<file path="src/rtl/core/segint_pkg.sv">
// ============================================================================
// segint_pkg
// Shared types and codes for the segment intersection test pipeline.
// ============================================================================
package segint_pkg;

    // Which rule decided the result
    typedef enum logic [1:0] {
        CASE_VERTICAL = 2'd0,
        CASE_PARALLEL = 2'd1,
        CASE_GENERAL  = 2'd2
    } case_t;

    // Early flags worked out from the raw coordinates in the first stage
    typedef struct packed {
        logic both_vert;  // both segments have zero x extent
        logic nonvert;    // neither segment has zero x extent
        logic vert_hit;   // verdict of the both-vertical rule
        logic box_hit;    // some endpoint lies in the other's bounding box
    } seg_flags_t;

endpackage

</file>
<file path="src/rtl/core/segint_classify.sv">
// ============================================================================
// segint_classify
// First-stage logic: edge and offset vectors, vertical checks, the strict
// y-span rule for two vertical segments and the inclusive box tests.
// ============================================================================
module segint_classify
    import segint_pkg::*;
#(
    parameter int COORD_WIDTH = 16
)
(
    input  logic signed [COORD_WIDTH-1:0] a1x,
    input  logic signed [COORD_WIDTH-1:0] a1y,
    input  logic signed [COORD_WIDTH-1:0] a2x,
    input  logic signed [COORD_WIDTH-1:0] a2y,
    input  logic signed [COORD_WIDTH-1:0] b1x,
    input  logic signed [COORD_WIDTH-1:0] b1y,
    input  logic signed [COORD_WIDTH-1:0] b2x,
    input  logic signed [COORD_WIDTH-1:0] b2y,
    output logic signed [COORD_WIDTH:0]   ax,
    output logic signed [COORD_WIDTH:0]   ay,
    output logic signed [COORD_WIDTH:0]   bx,
    output logic signed [COORD_WIDTH:0]   by,
    output logic signed [COORD_WIDTH:0]   dx,
    output logic signed [COORD_WIDTH:0]   dy,
    output seg_flags_t                    flags
);

    localparam int DW = COORD_WIDTH + 1;

    // Inclusive bounding-box test of point v against box p1..p2
    function automatic logic in_box(
        input logic signed [COORD_WIDTH-1:0] p1x,
        input logic signed [COORD_WIDTH-1:0] p1y,
        input logic signed [COORD_WIDTH-1:0] p2x,
        input logic signed [COORD_WIDTH-1:0] p2y,
        input logic signed [COORD_WIDTH-1:0] vx,
        input logic signed [COORD_WIDTH-1:0] vy
    );
        logic signed [COORD_WIDTH-1:0] lx;
        logic signed [COORD_WIDTH-1:0] hx;
        logic signed [COORD_WIDTH-1:0] ly;
        logic signed [COORD_WIDTH-1:0] hy;
        lx = (p1x < p2x) ? p1x : p2x;
        hx = (p1x < p2x) ? p2x : p1x;
        ly = (p1y < p2y) ? p1y : p2y;
        hy = (p1y < p2y) ? p2y : p1y;
        return (lx <= vx) && (hx >= vx) && (ly <= vy) && (hy >= vy);
    endfunction

    // Edge vectors and start-to-start offset, one bit wider than a coordinate
    assign ax = DW'(a2x) - DW'(a1x);
    assign ay = DW'(a2y) - DW'(a1y);
    assign bx = DW'(b2x) - DW'(b1x);
    assign by = DW'(b2y) - DW'(b1y);
    assign dx = DW'(b1x) - DW'(a1x);
    assign dy = DW'(b1y) - DW'(a1y);

    // Rule flags
    always_comb
    begin
        flags.both_vert = (a1x == a2x) && (b1x == b2x);
        flags.nonvert   = (a1x != a2x) && (b1x != b2x);
        // strict span tests, each in the start-to-end direction only
        flags.vert_hit  = (a1x == b1x) &&
                          (((a1y < b1y) && (b1y < a2y)) ||
                           ((a1y < b2y) && (b2y < a2y)) ||
                           ((b1y < a1y) && (a1y < b2y)) ||
                           ((b1y < a2y) && (a2y < b2y)));
        flags.box_hit   = in_box(a1x, a1y, a2x, a2y, b1x, b1y) ||
                          in_box(a1x, a1y, a2x, a2y, b2x, b2y) ||
                          in_box(b1x, b1y, b2x, b2y, a1x, a1y) ||
                          in_box(b1x, b1y, b2x, b2y, a2x, a2y);
    end

endmodule

</file>
<file path="config.mk">
export PLATFORM = sky130hd
export DESIGN_NAME = segint_classify
export DESIGN_NICKNAME = d
export VERILOG_FILES = /design/src/rtl/core/segint_pkg.sv /design/src/rtl/core/segint_classify.sv
export SDC_FILE = /design/constraint.sdc
export NUM_CORES = 1
export LEC_CHECK = 0
export BUFFER_PORTS_ARGS = -buffer_cell sky130_fd_sc_hd__buf_2
export CORE_MARGIN = 3
export CORE_UTILIZATION = 57
export DETAILED_ROUTE_END_ITERATION = 12
export GPL_TIMING_DRIVEN = 0
export PLACE_DENSITY = 0.8
export SLEW_MARGIN = 20
export SYNTH_ARGS = -nofsm -noshare
export SYNTH_HDL_FRONTEND = slang
export SYNTH_SLANG_ARGS = --single-unit
</file>
<file path="constraint.sdc">
create_clock -name vclk -period 6.55
set_input_delay 0.3275 -clock vclk [all_inputs]
set_output_delay 0.3275 -clock vclk [all_outputs]
set_load 0.05 [all_outputs]
</file>
# After elaboration in Yosys (flattened, before gate mapping)
# Cells that the tools add are included.
[op_classes]
eq_ne = 5
add_sub_neg = 6
n_reduce_logical = 25
n_lt_le_gt_ge = 26
muxes = 8
[ops]
columns = ["op", "n"]
rows = [
  ["$lt 16x16->1", 10],
  ["$ge 16x16->1", 8],
  ["$le 16x16->1", 8],
  ["$mux 16", 8],
  ["$sub 16x16->17", 6],
  ["$eq 16x16->1", 3],
  ["$ne 16x16->1", 2],
  ["$logic_and 1x1->1", 19],
  ["$logic_or 1x1->1", 6],
]
[word_totals]
ff_bits = 0
output_inout_bits = 106
input_bits = 128
word_cells = 70

# Longest topological paths before layout
# Gate-level depths: netlist (run 1).
[depth]
depth_word = 9
mapped_depth = 21
depth_no_buf = 19

# Worst setup path after synthesis (run 1)
# OpenSTA, ideal clock, no wires.
[synth_timing]
path_kind = "input -> output"
startpoint = "in b1y[10]"
endpoint = "out flags[0] (netlist bit)"
stages = 21
setup_slack_ns = 1.730
arrival_ns = 4.493
path_buffers = 2
t_required_ns = 6.222
path_cell_list = "inv_1 -> ha_1 -> and2_4 -> o21a_1 -> o21a_1 -> or4_1 -> nor3_2 -> or2_1 -> buf_6 -> a31oi_4 -> buf_6 -> o221a_1 -> ha_1 -> nor2b_1 -> o211ai_1 -> a21oi_1 -> or3_1 -> a31oi_1 -> mux2i_1 -> a211o_1 -> nand4_1"
[synth_rtl]
columns = ["element", "line_no", "text"]
rows = [
  ["start, declared", "segint_classify.sv:17", "input logic signed [COORD_WIDTH-1:0] b1y,"],
  ["end, declared", "segint_classify.sv:26", "output seg_flags_t flags"],
]

==> results.md, run 1 <==
- Syn Area/Cell: 7.44 um^2
- Clock power share: 0%
- Syn. warnings: 0
- Post-Place Cell Area: 15,400 um^2
- Hold slack: roughly 1.2 ns
- Post-Route M1 WL: between 20,000 and 25,000 um
- Layout net count: between 2,000 and 3,000
- Hold Vio Cnt, Final: 0
- Crit share post-route: between 90% and 100%
- Remaining DRCs: 0
- Crit path max fanout: 10
- Peak supply drop: 0.000150 V
- Antenna violations before repair: 1
- Crit-path max cell delay: 0.72 ns
- Share of cells above drive strength 1: 13.3%
- Post-Synthesis Cells: roughly 1,900
- Switch share: about two thirds
- Register area: 0 um^2
- Drt total wl: just over 50,000 um
- RSZ-0062 raised after global routing: no
- Average wire per standard cell: between 20 and 25 um
- Vias: roughly 16,000
- Worst path arrival time: roughly 5.8 ns
- WS Path Type: primary input to primary output
- Status: completed
- Lkg Pwr: approximately 8 nW
- Largest net degree at the start of global routing: 11
- CP Cell Sequence: buf_2 -> inv_1 -> ha_1 -> clkbuf_1 -> nand4_1 -> nor2_1 -> nand4_1 -> nor3_2 -> buf_2 -> nor2_1 -> a22oi_1 -> o221a_1 -> ha_1 -> nor2b_1 -> o21a_1 -> o21ai_0 -> a21oi_1 -> o21ai_0 -> o41ai_1 -> or4_1 -> nand4_1 -> buf_2
- Vias in the first global route: roughly 14,000
- # hold bufs at CTS: 0
- Max Clk Rate: approximately 160 MHz
- Tot GR Track Use: between 30% and 40%
- Dpl hpwl: roughly 45,000 um
- First-pass GRT wire length: approximately 80,000 um
- Post-Synthesis Cell Area: between 10,000 and 15,000 um^2
- Postcts setup bufs: 0
- Design Area, Final: between 15,000 and 20,000 um^2
- HP Start: a1x[1]
- Setup TNS: 0 ns
- Power Internal: 0.742 mW
- Worst min-delay path class: primary input to primary output
- DRT antenna net count: 0
- Fin. max-slew vios: 0
- Met2 routed WL: 20,500 um
- Power per standard cell area: 144 nW/um^2
- IO Count: 234
- Hold path cells: 4
- Register area share after synthesis: 0%
- Sequential cell count: 0
- Final worst slack: approximately 0.38 ns
- Worst Tran Pin Value: 0.935 ns
- Combinational power share: 100.0%
- Sw Pwr: approximately 1.5 mW
- # clk buffers: 0
- Congestion Overflow GR: 0
- Crit path capture type: primary output
- Max Cap Viol: 0
- Max-Slew Margin vs Limit: 37.3%
- Hold Crit Endpoint: dx[1]
- Critical Path RT: approximately 6.2 ns
- Pre-CTS setup slack: ~0.61 ns
- Detailed Route Iter0 Violations: 1,941
- IO Port Bufs: around 230
- Max layer used: met4
- Vias per cell: 6.46
- Detailed Routing Iterations Pass 1: 6
- CP startpoint kind: primary input
- Die Width: approximately 160 um
- Starting density of the core: a little under 60%
- # setup viols final: 0
- Reg power frac: 0%
- Crit path time final: between 6 and 7 ns
- Post-Syn Nets: about 2,400
- Area Growth Syn to Fin: 11.4%
- Post-CTS resize count: 0
- Metal3 WL: 6050 um
- Slowest cell on the critical path: nor3_2
- Gp weighted congestion: about 1
- Synth unique cells: 67
- Die height: approximately 160 um
- Core area: about 24,000 um^2
- Full die area: between 20,000 and 30,000 um^2
- Site row count: 56
[logic make-up after synthesis]
| group | count (synthesis) | share of synthesized area [%] |
|---|---|---|
| AOI/OAI and AO/OA | 505 | 23.8 |
| xor gates and xnor gates | 68 | 4.30 |
| adders and majority gates | 409 | 37.3 |
| buffers and inverters | 221 | 6.45 |
| muxes | 106 | 7.68 |
| and+or+nand+nor | 551 | 20.5 |
[cell usage after synthesis, types with 49 or more instances]
| cell | instances | area (um^2) |
|---|---|---|
| ha_1 | 403 | 5040 |
| inv_1 | 179 | 672 |
| a21oi_1 | 158 | 791 |
| nor2_1 | 119 | 447 |
| mux2i_1 | 104 | 1040 |
| nand3_1 | 98 | 490 |
| o21ai_0 | 93 | 465 |
| nand2_1 | 83 | 312 |
| nand4_1 | 75 | 469 |
| a21o_1 | 66 | 495 |
| xnor2_1 | 53 | 464 |
| nor2b_1 | 49 | 307 |
[worst max path at each step]
stage,from,end,slack [ns],depth (start not counted)
finish,b1y[15],flags[0],0.38,22
global route,a1y[1],flags[0],0.001,23
CTS,a1y[1],flags[0],0.60,23
detailed placement,a1y[1],flags[0],0.61,23
global placement,a1y[1],flags[0],0.60,23
floorplan,b1y[10],flags[0],1.73,21
[stage by stage]
stage          total power, mW  utilization, %  cells
6_report                  2.21            65.1   2414
5_1_grt                   2.39            65.1   2414
4_1_cts                   2.17            65.1   2413
3_5_place_dp              2.16            65.1   2413
3_3_place_gp              2.12            65.1   2413
2_1_floorplan             1.61               -   1860
[layout by cell type, fill, tap and decap left out, types with 10 or more instances in the layout]
master    count
ha_1        403
buf_2       241
inv_1       179
a21oi_1     158
nor2_1      119
mux2i_1     104
nand3_1      98
o21ai_0      93
nand2_1      83
nand4_1      75
a21o_1       66
xnor2_1      53
nor2b_1      49
nor3_1       29
nand2b_1     25
clkbuf_1     24
o21a_1       20
o211ai_1     20
a211oi_1     17
a31oi_1      17
a22oi_1      16
xor2_1       15
and3_1       14
o22ai_1      11
a21boi_0     10
o31ai_1      10
[metal layers]
layer  global-route usage, %  vias up
li1                        -     7468
met1                    58.3     7212
met2                    53.9      845
met3                    5.36       59
met4                    4.65        0
met5                       0        -
[final cells by class]
class                           instances  area [um^2]
Antenna cell                            1         2.50
Buffer                                 42          220
Fill cell                            2206         8270
Inverter                              179          672
Multi-Input combinational cell       1639        12900
Tap cell                              319          399
Timing Repair Buffer                  234         1170
[power groups by stage]
stage	combinational, mW	clock (mW)	sequential [mW]
global placement	2.12	0	0
finish	2.21	0.0000000205	0
detailed placement	2.16	0	0
global route	2.39	0.0000000204	0
floorplan	1.61	0	0
CTS	2.17	0	0
[critical path: cells and delay by family]
kind | cells | cell delay (ns)
AOI/OAI and AO/OA | 7 | 1.23
adders and majority gates | 2 | 0.61
buffers and inverters | 5 | 1.44
and+or+nand+nor | 8 | 2.19
(Power assumes the default switching activity.)
==> run 2, diff against run 1 <==
Settings changed: ABC_AREA set to 1, CORE_UTILIZATION 57 to 39, PLACE_DENSITY 0.8 to 0.58.
==> run 2 against run 1 <==
Utilization fell by 20 points; fmax increased by 22%; non-clock buffer count down 4; via count is 4.2% higher; hold slack gained 0.052 ns; combinational power rose by 5%; clock-buffer cell count unchanged; critical path type unchanged.
==> results.md, run 2 <==
- Crit path time final: 5.07 ns (-1.10 ns)
- Detailed Route Iter0 Violations: 742 (-62%)
- Dpl hpwl: 49,300 um (+9.1%)
- Leading area contributor after synthesis: ha_1
- Sequential cell count: 0 (unchanged)
- Setup TNS: 0 ns (unchanged)
- Vias per cell: 5.47 (-15%)
- Gp weighted congestion: 0.963 (-4.0%)
- Drt total wl: 54,600 um (+6.2%)
- CP Capture Point: flags[0]
- Area Growth Syn to Fin: 12.4%
- # hold bufs at CTS: 0 (unchanged)
- CP startpoint kind: primary input
- Post-Synthesis Cell Area: 14,000 um^2 (+1.3%)
- Crit path max fanout: 10 (unchanged)
- # setup viols final: 0 (unchanged)
- Global routing usage on met1: 30.6% (-28 points)
- Fin. max-slew vios: 0 (unchanged)
- Layout filler cell count: 3,788 (+72%)
- Grt met2 use: 51.8% (-2.1 points)
- ANT cells: 0 (-1)
- DRT antenna net count: 0 (unchanged)
- Remaining DRCs: 0 (unchanged)
- Crit path capture type: primary output
- Register area share after synthesis: 0% (unchanged)
- Syn Area/Cell: 6.14 um^2 (-17%)
- Site row count: 68 (+21%)
- Crit share post-route: 77.4% (-17 points)
- Lkg Pwr: 9.29 nW (+16%)
- Post-synth top area share: 36.0% (-0.46 points)
- Average wire per standard cell: 18.4 um (-14%)
- Power Internal: 0.709 mW (-4.4%)
- Starting density of the core: 40.1% (-18 points)
- Grt met3 use: 2.05% (-3.3 points)
- Share of cells above drive strength 1: 12.2% (-1.1 points)
- Vias in the first global route: 16,054 (+14%)
- Antenna violations before repair: 0 (-1)
- Synth top area cells: ha_1 36%, nand2_1 18%, inv_1 7.8%, a21oi_1 6.5%, nor2_1 4.1%
- Detailed Routing Iterations Pass 1: 5 (-1)
- Most common cell in the synthesized netlist: nand2_1
- Congestion Overflow GR: 0 (unchanged)
- Hold Vio Cnt, Final: 0 (unchanged)
- Max Cap Viol: 0 (unchanged)
- CP Launch Point: b1y[1]
- Tot Pwr: 2.32 mW (+4.9%)
- Largest net degree at the start of global routing: 11 (unchanged)
- RSZ-0062 raised after global routing: no
- Critical Path RT: 6.22 ns (about the same)
- Max Clk Rate: 197 MHz (+22%)
- Switch share: 69.5% (+3.0 points)
- Core area: 35,000 um^2 (+48%)
- Synth unique cells: 37 (-45%)
- Sw Pwr: 1.61 mW (+9.6%)
- Post-Syn Nets: 2,820 (+18%)
- Most Used Layer, Global Route: met2
- Worst path arrival time: 4.74 ns (-1.10 ns)
- First-pass GRT wire length: 83,200 um (+6.4%)
- IO Count: 234 (unchanged)
- Postcts setup bufs: 0 (unchanged)
- Most common cell after layout, fill and taps aside: nand2_1
- Tot GR Track Use: 27.0% (-10 points)
- Pre-CTS setup slack: 1.44 ns (+0.829 ns)
- Die Width: 196 um (+21%)
- Post-CTS resize count: 0 (unchanged)
- Post-Synthesis Cells: 2,283 (+23%)
- WS Path Type: primary input to primary output
- Full die area: 38,300 um^2 (+46%)
- Reg power frac: 0% (unchanged)
- Synth top cells by count: 678 x nand2_1, 403 x ha_1, 293 x inv_1
- Register area: 0 um^2 (unchanged)
- Worst Tran Pin Value: 1.04 ns (+0.106 ns)
- Status: completed
- # clk buffers: 0 (unchanged)
- Worst min-delay path class: primary input to primary output
- Combinational power share: 100.0% (about the same)
- IO Port Bufs: 234 (unchanged)
- Layout net count: 3,056 (+16%)
- Syn. warnings: 0 (unchanged)
- Peak supply drop: 0.000133 V (-11%)
- Final worst slack: 1.48 ns (+1.10 ns)
- Max-Slew Margin vs Limit: 29.9% (-7.4 points)
- Commonest non-fill, non-tap cells in the layout: 678 x nand2_1, 403 x ha_1, 293 x inv_1, 244 x buf_2, 182 x a21oi_1
- Vias: 16,242 (+4.2%)
- Power per standard cell area: 147 nW/um^2 (+2.6%)
- Die height: 196 um (+21%)
- Clock power share: 0% (unchanged)
==> run 2: cell count changes in the layout (fill, tap and decap cells not counted), moves of 24 or more <==
cell / change
xor2_1: +42
o21ai_2: +38
a21o_1: -51
a21oi_1: +24
xnor2_1: -28
nor2_1: +35
inv_1: +114
mux2i_1: -104
nand2_1: +595
o21ai_1: +32
o21ai_0: -35
nor2b_1: -49
nand2b_1: -25
==> run 2: power by group through the flow <==
stage / registers, mW / clock network (mW) / logic [mW]
global route: 0 / 0 / 2.57
global placement: 0 / 0 / 2.27
CTS: 0 / 0 / 2.32
detailed placement: 0 / 0 / 2.31
finish: 0 / 0 / 2.32
floorplan: 0 / 0 / 1.69
==> run 2: layout make-up <==
type,instances,area (um^2),area share (%)
multi-input combinational,1951,12700,80.4
buffer,38,245,1.56
timing repair buffer,234,1170,7.43
tap,455,569,3.61
inverter,294,1100,7.00
==> run 2: cells by family after synthesis <==
kind of cell,synth area share (%)
AOI/OAI and AO/OA,16.8
adders and majority gates,36.8
and+or+nand+nor,31.6
buffers and inverters,9.62
xor gates and xnor gates,5.12
==> run 2: routing by layer <==
layer  vias up  routed length, um
met5         -                  0
met4         0               2540
met3       105               2520
met2       476              27500
met1      7419              22000
li1       8242                  -
==> run 2: critical path, cell delays in order <==
cell     delay (ns)
buf_2          0.20
inv_1          0.21
ha_1           0.36
nand2_1        0.06
nand2_1        0.05
a21oi_1        0.10
o21ai_2        0.24
nand4_1        0.12
nand2_1        0.17
nand2_1        0.09
nand2_1        0.20
nand3_1        0.14
buf_2          0.23
nand2_1        0.08
nand2_1        0.08
ha_1           0.31
nand2_1        0.10
nor4_1         0.59
nand2_1        0.22
nand2_1        0.10
nand2_1        0.05
nand3_1        0.15
nand2_1        0.07
nor2_1         0.10
nor2_1         0.05
nand2_1        0.04
buf_2          0.28
==> run 2: how the worst min path moves through the flow <==
| stage | end | cells past startpoint | from | slack, ns |
|---|---|---|---|---|
| detailed placement | bx[0] | 4 | b1x[0] | 1.22 |
| finish | bx[0] | 4 | b1x[0] | 1.22 |
| CTS | bx[0] | 4 | b1x[0] | 1.22 |
| global route | bx[0] | 4 | b1x[0] | 1.27 |
| floorplan | ax[0] | 2 | a1x[0] | 0.95 |
| global placement | bx[0] | 4 | b1x[0] | 1.22 |
==> run 2: per-stage QoR <==
stage               area (um^2)  cells  hold WS [ns]  utilization (%)
finish                    15800   2972          1.22             45.1
detailed placement        15800   2972          1.22             45.1
global placement          15800   2972          1.22             45.1
floorplan                 14000   2283         0.954                -
global route              15800   2972          1.27             45.1
CTS                       15800   2972          1.22             45.1
